`src/rtl/tqwa_pkg.sv`:
```
package tqwa_pkg;

  localparam int TAG_W    = 32;
  localparam int ACTION_W = 2;
  localparam int STATUS_W = 3;
  localparam int CREDIT_W = 4;

  // Credit and burst limit both come out of reset at this value.
  localparam logic [CREDIT_W-1:0] BASE_CREDIT = 4'd3;

  // Action codes. Bit one set means a service request, so code three serves as well.
  localparam logic [ACTION_W-1:0] ACT_ENQ_NORMAL   = 2'd0;
  localparam logic [ACTION_W-1:0] ACT_ENQ_PRIORITY = 2'd1;
  localparam logic [ACTION_W-1:0] ACT_SERVE        = 2'd2;
  localparam int                  ACT_SERVE_BIT    = 1;

  // Result status codes.
  localparam logic [STATUS_W-1:0] ST_ENQUEUED        = 3'd0;
  localparam logic [STATUS_W-1:0] ST_DROPPED         = 3'd1;
  localparam logic [STATUS_W-1:0] ST_SERVED_PRIORITY = 3'd2;
  localparam logic [STATUS_W-1:0] ST_SERVED_NORMAL   = 3'd3;
  localparam logic [STATUS_W-1:0] ST_WAIT            = 3'd4;

  typedef struct packed {
    logic [ACTION_W-1:0] action;
    logic [TAG_W-1:0]    item_tag;
  } in_item_t;

  typedef struct packed {
    logic [STATUS_W-1:0] status;
    logic [TAG_W-1:0]    served_tag;
  } out_item_t;

endpackage

```
`src/rtl/two_queue_weighted_arbiter.sv`:
```
// Two-queue weighted arbiter.
//
// The input channel (in_valid, in_stall, in_data) carries one transaction per
// request: enqueue a tag on the normal queue, enqueue a tag on the priority
// queue, or ask for one service. Every input transaction produces exactly one
// result transaction on the output channel (out_valid, out_stall, out_data)
// carrying a status code and, for a service, the tag taken from a queue.
// The cfg_we / cfg_wdata port writes the burst limit, the number of priority
// services allowed before a normal service is forced; write it only while the
// block is idle.
//
// An accepted request sits in the input register while the decision logic
// updates queue heads, counts and the credit and reads the queue memory, and
// the result register captures the outcome together with the read data once it
// is free. Throughput is one per cycle while the receiver does not stall.
//
// Reset empties both queues and sets the credit and burst limit to three; the
// queue memories themselves are not cleared. When the receiver stalls, the
// result holds and the pipeline freezes behind it; in_stall rises only once
// the input register is also occupied.
module two_queue_weighted_arbiter #(
  parameter int QUEUE_DEPTH = 16
) (
  input  logic                              clk,
  input  logic                              rst_n,

  input  logic                              in_valid,
  output logic                              in_stall,
  input  tqwa_pkg::in_item_t                in_data,

  output logic                              out_valid,
  input  logic                              out_stall,
  output tqwa_pkg::out_item_t               out_data,

  input  logic                              cfg_we,
  input  logic [tqwa_pkg::CREDIT_W-1:0]     cfg_wdata
);

  localparam int HW = $clog2(QUEUE_DEPTH);
  localparam int CW = $clog2(QUEUE_DEPTH + 1);
  localparam int SW = CW + 1;

  localparam logic [HW-1:0] HEAD_LAST = HW'(QUEUE_DEPTH - 1);
  localparam logic [CW-1:0] COUNT_FULL = CW'(QUEUE_DEPTH);
  localparam logic [SW-1:0] SUM_DEPTH = SW'(QUEUE_DEPTH);

  // Input register.
  logic                 in_valid_r;
  tqwa_pkg::in_item_t   in_r;

  // Queue control state.
  logic [HW-1:0]        nhead_r, nhead_nxt;
  logic [CW-1:0]        ncount_r, ncount_nxt;
  logic [HW-1:0]        phead_r, phead_nxt;
  logic [CW-1:0]        pcount_r, pcount_nxt;
  logic [tqwa_pkg::CREDIT_W-1:0] credit_r, credit_nxt;
  logic [tqwa_pkg::CREDIT_W-1:0] burst_r;

  // Result register.
  logic                 out_valid_r;
  logic [tqwa_pkg::STATUS_W-1:0] out_status_r;
  logic                 out_has_tag_r;
  logic                 out_sel_pri_r;

  logic [tqwa_pkg::STATUS_W-1:0] status_nxt;
  logic                 advance;
  logic                 is_serve;
  logic                 to_pri;
  logic                 n_push, p_push, n_pop, p_pop;
  logic [SW-1:0]        ntail_sum, ptail_sum;
  logic [HW-1:0]        ntail, ptail;
  logic [tqwa_pkg::TAG_W-1:0] nrd, prd;

  // The decision stage moves forward whenever the result register is free
  // or is being emptied this cycle.
  assign advance  = !out_valid_r || !out_stall;
  assign in_stall = in_valid_r && !advance;

  assign is_serve = in_r.action[tqwa_pkg::ACT_SERVE_BIT];
  assign to_pri   = (in_r.action == tqwa_pkg::ACT_ENQ_PRIORITY);

  // Tail address is head plus occupancy, wrapped at the queue depth. The sum
  // stays below twice the depth, so one compare and subtract suffices.
  assign ntail_sum = SW'(nhead_r) + SW'(ncount_r);
  assign ptail_sum = SW'(phead_r) + SW'(pcount_r);
  assign ntail = (ntail_sum >= SUM_DEPTH) ? HW'(ntail_sum - SUM_DEPTH) : HW'(ntail_sum);
  assign ptail = (ptail_sum >= SUM_DEPTH) ? HW'(ptail_sum - SUM_DEPTH) : HW'(ptail_sum);

  always_comb begin
    status_nxt = tqwa_pkg::ST_WAIT;
    n_push     = 1'b0;
    p_push     = 1'b0;
    n_pop      = 1'b0;
    p_pop      = 1'b0;
    credit_nxt = credit_r;
    if (!is_serve) begin
      if (to_pri) begin
        p_push     = (pcount_r != COUNT_FULL);
        status_nxt = p_push ? tqwa_pkg::ST_ENQUEUED : tqwa_pkg::ST_DROPPED;
      end else begin
        n_push     = (ncount_r != COUNT_FULL);
        status_nxt = n_push ? tqwa_pkg::ST_ENQUEUED : tqwa_pkg::ST_DROPPED;
      end
    end else if ((pcount_r != '0) && ((credit_r != '0) || (ncount_r == '0))) begin
      // Priority service; the credit saturates at zero.
      p_pop      = 1'b1;
      status_nxt = tqwa_pkg::ST_SERVED_PRIORITY;
      if (credit_r != '0) begin
        credit_nxt = credit_r - 1'b1;
      end
    end else if (ncount_r != '0) begin
      n_pop      = 1'b1;
      status_nxt = tqwa_pkg::ST_SERVED_NORMAL;
      credit_nxt = burst_r;
    end
  end

  always_comb begin
    nhead_nxt  = nhead_r;
    ncount_nxt = ncount_r;
    phead_nxt  = phead_r;
    pcount_nxt = pcount_r;
    if (n_push) begin
      ncount_nxt = ncount_r + 1'b1;
    end
    if (n_pop) begin
      ncount_nxt = ncount_r - 1'b1;
      nhead_nxt  = (nhead_r == HEAD_LAST) ? '0 : nhead_r + 1'b1;
    end
    if (p_push) begin
      pcount_nxt = pcount_r + 1'b1;
    end
    if (p_pop) begin
      pcount_nxt = pcount_r - 1'b1;
      phead_nxt  = (phead_r == HEAD_LAST) ? '0 : phead_r + 1'b1;
    end
  end

  always_ff @(posedge clk) begin
    if (!rst_n) begin
      in_valid_r    <= 1'b0;
      out_valid_r   <= 1'b0;
      nhead_r       <= '0;
      ncount_r      <= '0;
      phead_r       <= '0;
      pcount_r      <= '0;
      credit_r      <= tqwa_pkg::BASE_CREDIT;
      burst_r       <= tqwa_pkg::BASE_CREDIT;
    end else begin
      if (cfg_we) begin
        burst_r <= cfg_wdata;
      end
      if (!in_stall) begin
        in_valid_r <= in_valid;
      end
      if (advance) begin
        out_valid_r <= in_valid_r;
        if (in_valid_r) begin
          nhead_r  <= nhead_nxt;
          ncount_r <= ncount_nxt;
          phead_r  <= phead_nxt;
          pcount_r <= pcount_nxt;
          credit_r <= credit_nxt;
        end
      end
    end
  end

  // Payload registers carry no reset.
  always_ff @(posedge clk) begin
    if (!in_stall) begin
      in_r <= in_data;
    end
    if (advance) begin
      out_status_r  <= status_nxt;
      out_has_tag_r <= n_pop || p_pop;
      out_sel_pri_r <= p_pop;
    end
  end

  // Queue memories. A pop reads the head entry; the registered read data
  // lines up with the result register and holds while the result stalls.
  tqwa_ram #(
    .WIDTH (tqwa_pkg::TAG_W),
    .DEPTH (QUEUE_DEPTH)
  ) u_normal_ram (
    .clk   (clk),
    .we    (advance && in_valid_r && n_push),
    .waddr (ntail),
    .wdata (in_r.item_tag),
    .re    (advance && in_valid_r && n_pop),
    .raddr (nhead_r),
    .rdata (nrd)
  );

  tqwa_ram #(
    .WIDTH (tqwa_pkg::TAG_W),
    .DEPTH (QUEUE_DEPTH)
  ) u_priority_ram (
    .clk   (clk),
    .we    (advance && in_valid_r && p_push),
    .waddr (ptail),
    .wdata (in_r.item_tag),
    .re    (advance && in_valid_r && p_pop),
    .raddr (phead_r),
    .rdata (prd)
  );

  assign out_valid           = out_valid_r;
  assign out_data.status     = out_status_r;
  assign out_data.served_tag = !out_has_tag_r ? '0 : (out_sel_pri_r ? prd : nrd);

  // Occupancy never exceeds the queue depth.
  a_count_bound: assert property (@(posedge clk) disable iff (!rst_n)
    (ncount_r <= COUNT_FULL) && (pcount_r <= COUNT_FULL))
    else $error("queue occupancy above depth");

  // A priority service removes exactly one entry from the priority queue.
  a_pri_pop: assert property (@(posedge clk) disable iff (!rst_n)
    (advance && in_valid_r && (status_nxt == tqwa_pkg::ST_SERVED_PRIORITY))
    |=> (pcount_r == $past(pcount_r) - 1'b1))
    else $error("priority service did not pop the priority queue");

  // The input side only holds off while the decision stage is occupied.
  a_stall_cause: assert property (@(posedge clk) disable iff (!rst_n)
    in_stall |-> (in_valid_r && out_valid_r && out_stall))
    else $error("input stalled without a blocked result");

  // A result carries a tag only for the two service codes.
  a_tag_status: assert property (@(posedge clk) disable iff (!rst_n)
    (out_valid_r && out_has_tag_r) |->
      ((out_status_r == tqwa_pkg::ST_SERVED_PRIORITY) ||
       (out_status_r == tqwa_pkg::ST_SERVED_NORMAL)))
    else $error("served tag attached to a non-service result");

endmodule

```
`src/rtl/tqwa_ram.sv`:
```
module tqwa_ram #(
  parameter int WIDTH = 32,
  parameter int DEPTH = 16
) (
  input  logic                     clk,
  input  logic                     we,
  input  logic [$clog2(DEPTH)-1:0] waddr,
  input  logic [WIDTH-1:0]         wdata,
  input  logic                     re,
  input  logic [$clog2(DEPTH)-1:0] raddr,
  output logic [WIDTH-1:0]         rdata
);

  logic [WIDTH-1:0] mem [DEPTH];
  logic [WIDTH-1:0] rdata_r;

  always_ff @(posedge clk) begin
    if (we) begin
      mem[waddr] <= wdata;
    end
    if (re) begin
      rdata_r <= mem[raddr];
    end
  end

  assign rdata = rdata_r;

endmodule
```
`config.mk`:
```
export PLATFORM = sky130hd
export DESIGN_NAME = two_queue_weighted_arbiter
export DESIGN_NICKNAME = d
export VERILOG_FILES = /design/src/rtl/tqwa_pkg.sv /design/src/rtl/two_queue_weighted_arbiter.sv /design/src/rtl/tqwa_ram.sv
export SDC_FILE = /design/constraint.sdc
export NUM_CORES = 1
export LEC_CHECK = 0
export BUFFER_PORTS_ARGS = -buffer_cell sky130_fd_sc_hd__clkbuf_2
export CAP_MARGIN = 40
export CORE_ASPECT_RATIO = 0.7
export CORE_UTILIZATION = 52
export CTS_CLUSTER_SIZE = 12
export DETAILED_ROUTE_END_ITERATION = 16
export PLACE_DENSITY = 0.78
export SLEW_MARGIN = 20
export SYNTH_ARGS = -nofsm -noshare
export SYNTH_HDL_FRONTEND = slang
export SYNTH_SLANG_ARGS = --single-unit
```
`constraint.sdc`:
```
create_clock -name clk -period 3.78 [get_ports clk]
set_input_delay 0.756 -clock clk [delete_from_list [all_inputs] [get_ports clk]]
set_output_delay 0.756 -clock clk [all_outputs]
set_load 0.1 [all_outputs]
```
# Word level (Yosys, flattened, before mapping)

Memories as Yosys holds them, arrays and structs flattened. A register that Yosys moved wholly into a read port is not among the register bits.
Cells that the tools add are included.

Output and inout port bits: 37
Bits of input ports: 43
Word-level logic and storage cells: 91
Bits in registers: 67
RAM bits: 1024
Memories kept: 2

Memory list:

| name               | words | width | read ports | clocked after Yosys merged registers in | write ports | RTL line       | RTL |
|---|---|---|---|---|---|---|---|
| u_normal_ram.mem   | 16    | 32    | 1          | 1                                       | 1           | tqwa_ram.sv:14 | `logic [WIDTH-1:0] mem [DEPTH];` |
| u_priority_ram.mem | 16    | 32    | 1          | 1                                       | 1           | tqwa_ram.sv:14 |  |

Equality and inequality tests: 6
Muxes and demuxes: 32
Reductions and logical operators: 25
Order comparisons: 2
Add/sub/neg operators: 11

Operators with widths:

| cell                  | number |
|---|---|
| $mux W32              | 2 |
| $mux W4               | 7 |
| $mux W5               | 4 |
| $mux W1               | 16 |
| $add A4 B5 Y6         | 2 |
| $ge A6 B5 Y1 const B  | 2 |
| $reduce_and A3 Y1     | 4 |
| $sub A4 B1 Y4 const B | 3 |
| $add A5 B1 Y5 const B | 2 |
| $ne A5 B5 Y1 const B  | 2 |
| $reduce_bool A5 Y1    | 2 |
| $sub A5 B1 Y5 const B | 2 |
| $mux W3               | 3 |
| $add A4 B1 Y4 const B | 2 |
| $eq A4 B4 Y1 const B  | 2 |
| $logic_and A1 B1 Y1   | 7 |
| $reduce_bool A2 Y1    | 3 |
| $logic_not A5 Y1      | 1 |
| $reduce_and A5 Y1     | 1 |
| $reduce_bool A4 Y1    | 1 |
| $logic_not A1 Y1      | 3 |
| $logic_or A1 B1 Y1    | 3 |
| $eq A2 B1 Y1 const B  | 1 |
| $ne A2 B2 Y1 const B  | 1 |

# Depth between registers and ports, before layout

Word-level depth: 7
Depth in mapped cells: 11
Depth with buffers taken out: 11

# Cells and area by module

From an unflattened synthesis, not the netlist that was laid out.

Cell total of the unflattened synthesis: 2007
Area, all modules: 44008.5 µm²

Modules (own cells, without submodules):

| module                     | cells each | instances | area an instance (µm²) |
|---|---|---|---|
| tqwa_ram at u_priority_ram | 838        | 1         | 20174.3 |
| tqwa_ram at u_normal_ram   | 838        | 1         | 20155.6 |
| two_queue_weighted_arbiter | 331        | 1         | 3678.5 |

# Worst setup path before layout

OpenSTA, ideal clock, no wires.

Path type: register -> output
Start: reg out_valid_r (netlist: out_valid)
End: out in_stall
Data arrival time: 3.179 ns
Slack: -0.155 ns
Stages on the path, launching flop included: 3
Path through: dfxtp_1 > nand3_1 > inv_1

Longest elaborated chain between the ends: 4

RTL lines:

| item                   | RTL line                          | RTL |
|---|---|---|
| from (decl)            | two_queue_weighted_arbiter.sv:60  | `logic out_valid_r;` |
| from (signal assigned) | two_queue_weighted_arbiter.sv:157 | `out_valid_r <= in_valid_r;` |
| $logic_not A1 Y1       | two_queue_weighted_arbiter.sv:76  | `assign advance = !out_valid_r \|\| !out_stall;` |
| $logic_or A1 B1 Y1     | two_queue_weighted_arbiter.sv:76  |  |
| $logic_not A1 Y1       | two_queue_weighted_arbiter.sv:77  | `assign in_stall = in_valid_r && !advance;` |
| $logic_and A1 B1 Y1    | two_queue_weighted_arbiter.sv:77  |  |
| to (decl)              | two_queue_weighted_arbiter.sv:28  | `output logic in_stall,` |

Every way passes these cells.

==> qor.yml <==
pwr:
  p_leak_nw: 15.5
  peakVddDrop_v: 0.000413
  power-per-cell-area_mw_per_mm2: 493
cts:
  ctsHoldBuffers: 0
  cts_buffer_depth: 3
  root_buffer: "clkbuf_16"
  cts_max_level: 3
  cts.sinks: 1155
  cts_tree: "built"
  cts_buffers: 108
  clk-insertion-delay-late_ns: 0.68
  path_clk_slew_ns: 0.06
  cts_resized: 0
  post-cts-setup-buffers: 0
layout:
  area_growth_pct: 13.4
  final_core_util: 0.598
  final-seq-area_mm2: 0.0344
  multi_input_area_mm2: 0.00989
  n_antenna_cell: 0
  drive_above_1_share: 0.274
  fillCellCount: 5644
  stdcell_count: 3446
  final_nets: 2327
placed_design:
  port_buffers: 79
  place_ws_ns: 0.556
  place_inst: 3294
  gp_congestion: 0.872
  dp_hpwl_mm: 63.4
run:
  maxCapViolCount: 0
detailed_routing:
  drt_iter0_drc: 2801
  detail-route-antenna-nets: 0
  dr.pass1.iters: 5
  routed_via_density: 6.41
  wirelength_mm: 106
  drc: 0
  wl_per_cell_um: 30.7
  vias: 22100
synth:
  yosysUniqueCellTypes: 62
  synth-async-reset-ratio: 0
  netlist_area_mm2: 0.0445
  syn_nets: 2134
  avgSynthCellArea_um2: 21.5
  synth_seq_area_share: 0.772
  yosys_register_bits: 1155
  yosysTopAreaCellShare: 0.760
  synth.top_cells.by_count: "edfxtp_1 (1127), mux4_2 (256), mux2i_1 (109)"
  synthTopCellsByArea: "edfxtp_1 (76%), mux4_2 (13%), mux2i_1 (2.4%), nor2b_1 (1.4%), dfxtp_1 (1.3%)"
  yosysTopAreaCell: "edfxtp_1"
  syn-instance-count: 2075
  synth_most_common_cell: "edfxtp_1"
  synth_edf_count: 1127
  yosys_warnings: 0
  synth_ff_type: "edfxtp_1"
worst_setup_path:
  cp-start-kind: "register"
  critPathMaxFanout: 24
  cpMaxStageDelayCell: "mux2i_1"
  slowest_delay_ns: 0.61
  crit_type: "register to output port"
  crit_path_cell_trace: "buf_4 > mux2i_1 > nor2b_1 > clkbuf_2"
  crit_required_ns: 3.02
  worstPathArrival_ns: 2.70
  crit_path_end_kind: "output port"
timing:
  finalWorstSetupSlack_ns: 0.320
  maxSlewViolCount: 0
  timing.fmax_ghz: 0.289
  worst_pin_slew_ns: 0.853
  fin_crit_ns: 3.46
  maxSlewHeadroom: 0.431
  setup_viol: 0
  fin_crit_sh: 0.915
  finalHoldViolCount: 0
  tns_ns: 0
  skew_ns: 0.0284
  rsz0062_at_grt: "false"
floorplan:
  initial_core_util: 0.527
  num_rows: 89
  fp.dieW_um: 352
  die_h_um: 247
  coreArea_mm2: 0.0845
  io_pins: 80
  die-area_mm2: 0.0868
hold_path:
  holdCritPathClass: "primary input to register"
status:
  status: "finished clean"
global_routing:
  grt_pass1_wl_mm: 153
  grt_max_degree: 101
  antenna_found_initial: 3
  grt_usage: 0.249
  gr-total-overflow: 0
  grt_pass1_vias: 22500
==> metal layers <==
layer	share of wire	routed length, um	track usage
met4	0.022	2290	0.0638
met5	0.00012	13	0
met3	0.14	15100	0.0964
met2	0.43	45900	0.352
met1	0.40	42400	0.362
==> worst max-delay path: cells and delay by family, from the launching register on <==
kind	cells	cell delay, ns
buffers and inverters	2	0.87
multiplexers	1	0.61
flip-flops	1	0.34
AND/OR/NAND/NOR	1	0.14
==> kinds of logic (layout without fill, tap and decap cells) <==
kind of cell,Yosys count,count (layout),synth area share
DFF,1155,1155,0.772
muxes,366,366,0.154
and+or+nand+nor,214,214,0.0260
AOI/OAI and AO/OA,188,188,0.0278
buffers and inverters,119,353,0.0113
xor gates and xnor gates,17,17,0.00334
adders and majority gates,16,16,0.00500
==> cells in the final DEF, fill, tap and decap left out, types with 4 or more instances in the layout <==
cell type  instances
buf_12            19
clkinv_2           4
a21oi_1           78
dfxtp_1           20
nand2_1           24
ha_1              13
a211oi_1          66
clkbuf_16        110
edfxtp_1        1127
buf_8             28
nand3_1            4
xnor2_1           10
a31oi_1            4
xor2_1             7
nor2b_1           98
dfxtp_4            6
buf_4             66
nor2_1            28
o21ai_0            9
nor2_4            33
clkbuf_1          28
or3_1              4
mux2i_1          109
mux4_2           256
clkbuf_2          79
inv_1              8
==> registers in the layout (all words and copies together), names as in the netlist <==
signal,count
burst_r,4
nhead_r,4
out_status_r,3
u_normal_ram.rdata,32
u_priority_ram.mem,512
out_has_tag_r,1
in_r,34
credit_r,4
in_valid_r,1
ncount_r,5
phead_r,4
out_sel_pri_r,1
u_priority_ram.rdata,32
out_valid,1
u_normal_ram.mem,512
pcount_r,5
==> worst paths after layout <==
| check | endpoint | from | slack [ns] | cells after the start |
|---|---|---|---|---|
| worst min-delay path | in_r[10]$_DFFE_PN_ | in_data[10] | 0.26 | 1 |
| worst max-delay path | out_data[1] | out_sel_pri_r$_DFFE_PN_ | 0.32 | 4 |
| worst min register to register | burst_r[3]$_SDFFE_PN0P_ | burst_r[3]$_SDFFE_PN0P_ | 0.53 | 2 |
| worst max register to register | pcount_r[4]$_SDFFE_PN0P_ | credit_r[0]$_SDFFE_PN1P_ | 0.58 | 11 |
==> metrics by stage <==
stage / cell area (um^2) / hold slack, ns / power (mW)
2_1_floorplan: 44500 / 0.436 / 15.0
3_5_place_dp: 47500 / 0.512 / 15.4
5_1_grt: 50500 / 0.234 / 25.5
6_report: 50500 / 0.259 / 24.9
3_3_place_gp: 47000 / 0.477 / 15.3
4_1_cts: 50500 / 0.232 / 25.0
==> area by class of cell <==
| cell class | count | share of cell area |
|---|---|---|
| Multi-Input combinational cell | 801 | 0.196 |
| Timing Repair Buffer | 194 | 0.0346 |
| Clock inverter | 10 | 0.00213 |
| Tap cell | 1137 | 0.0282 |
| Sequential cell | 1155 | 0.681 |
| Clock buffer | 141 | 0.0574 |
| Inverter | 8 | 0.000594 |
==> power by group <==
part,internal (mW),total [mW],switching [mW]
sequential,14.1,14.2,0.120
clock,5.36,9.74,4.38
combinational,0.263,0.912,0.649
total,19.7,24.9,5.15
Power figures use the tool's default switching activity.
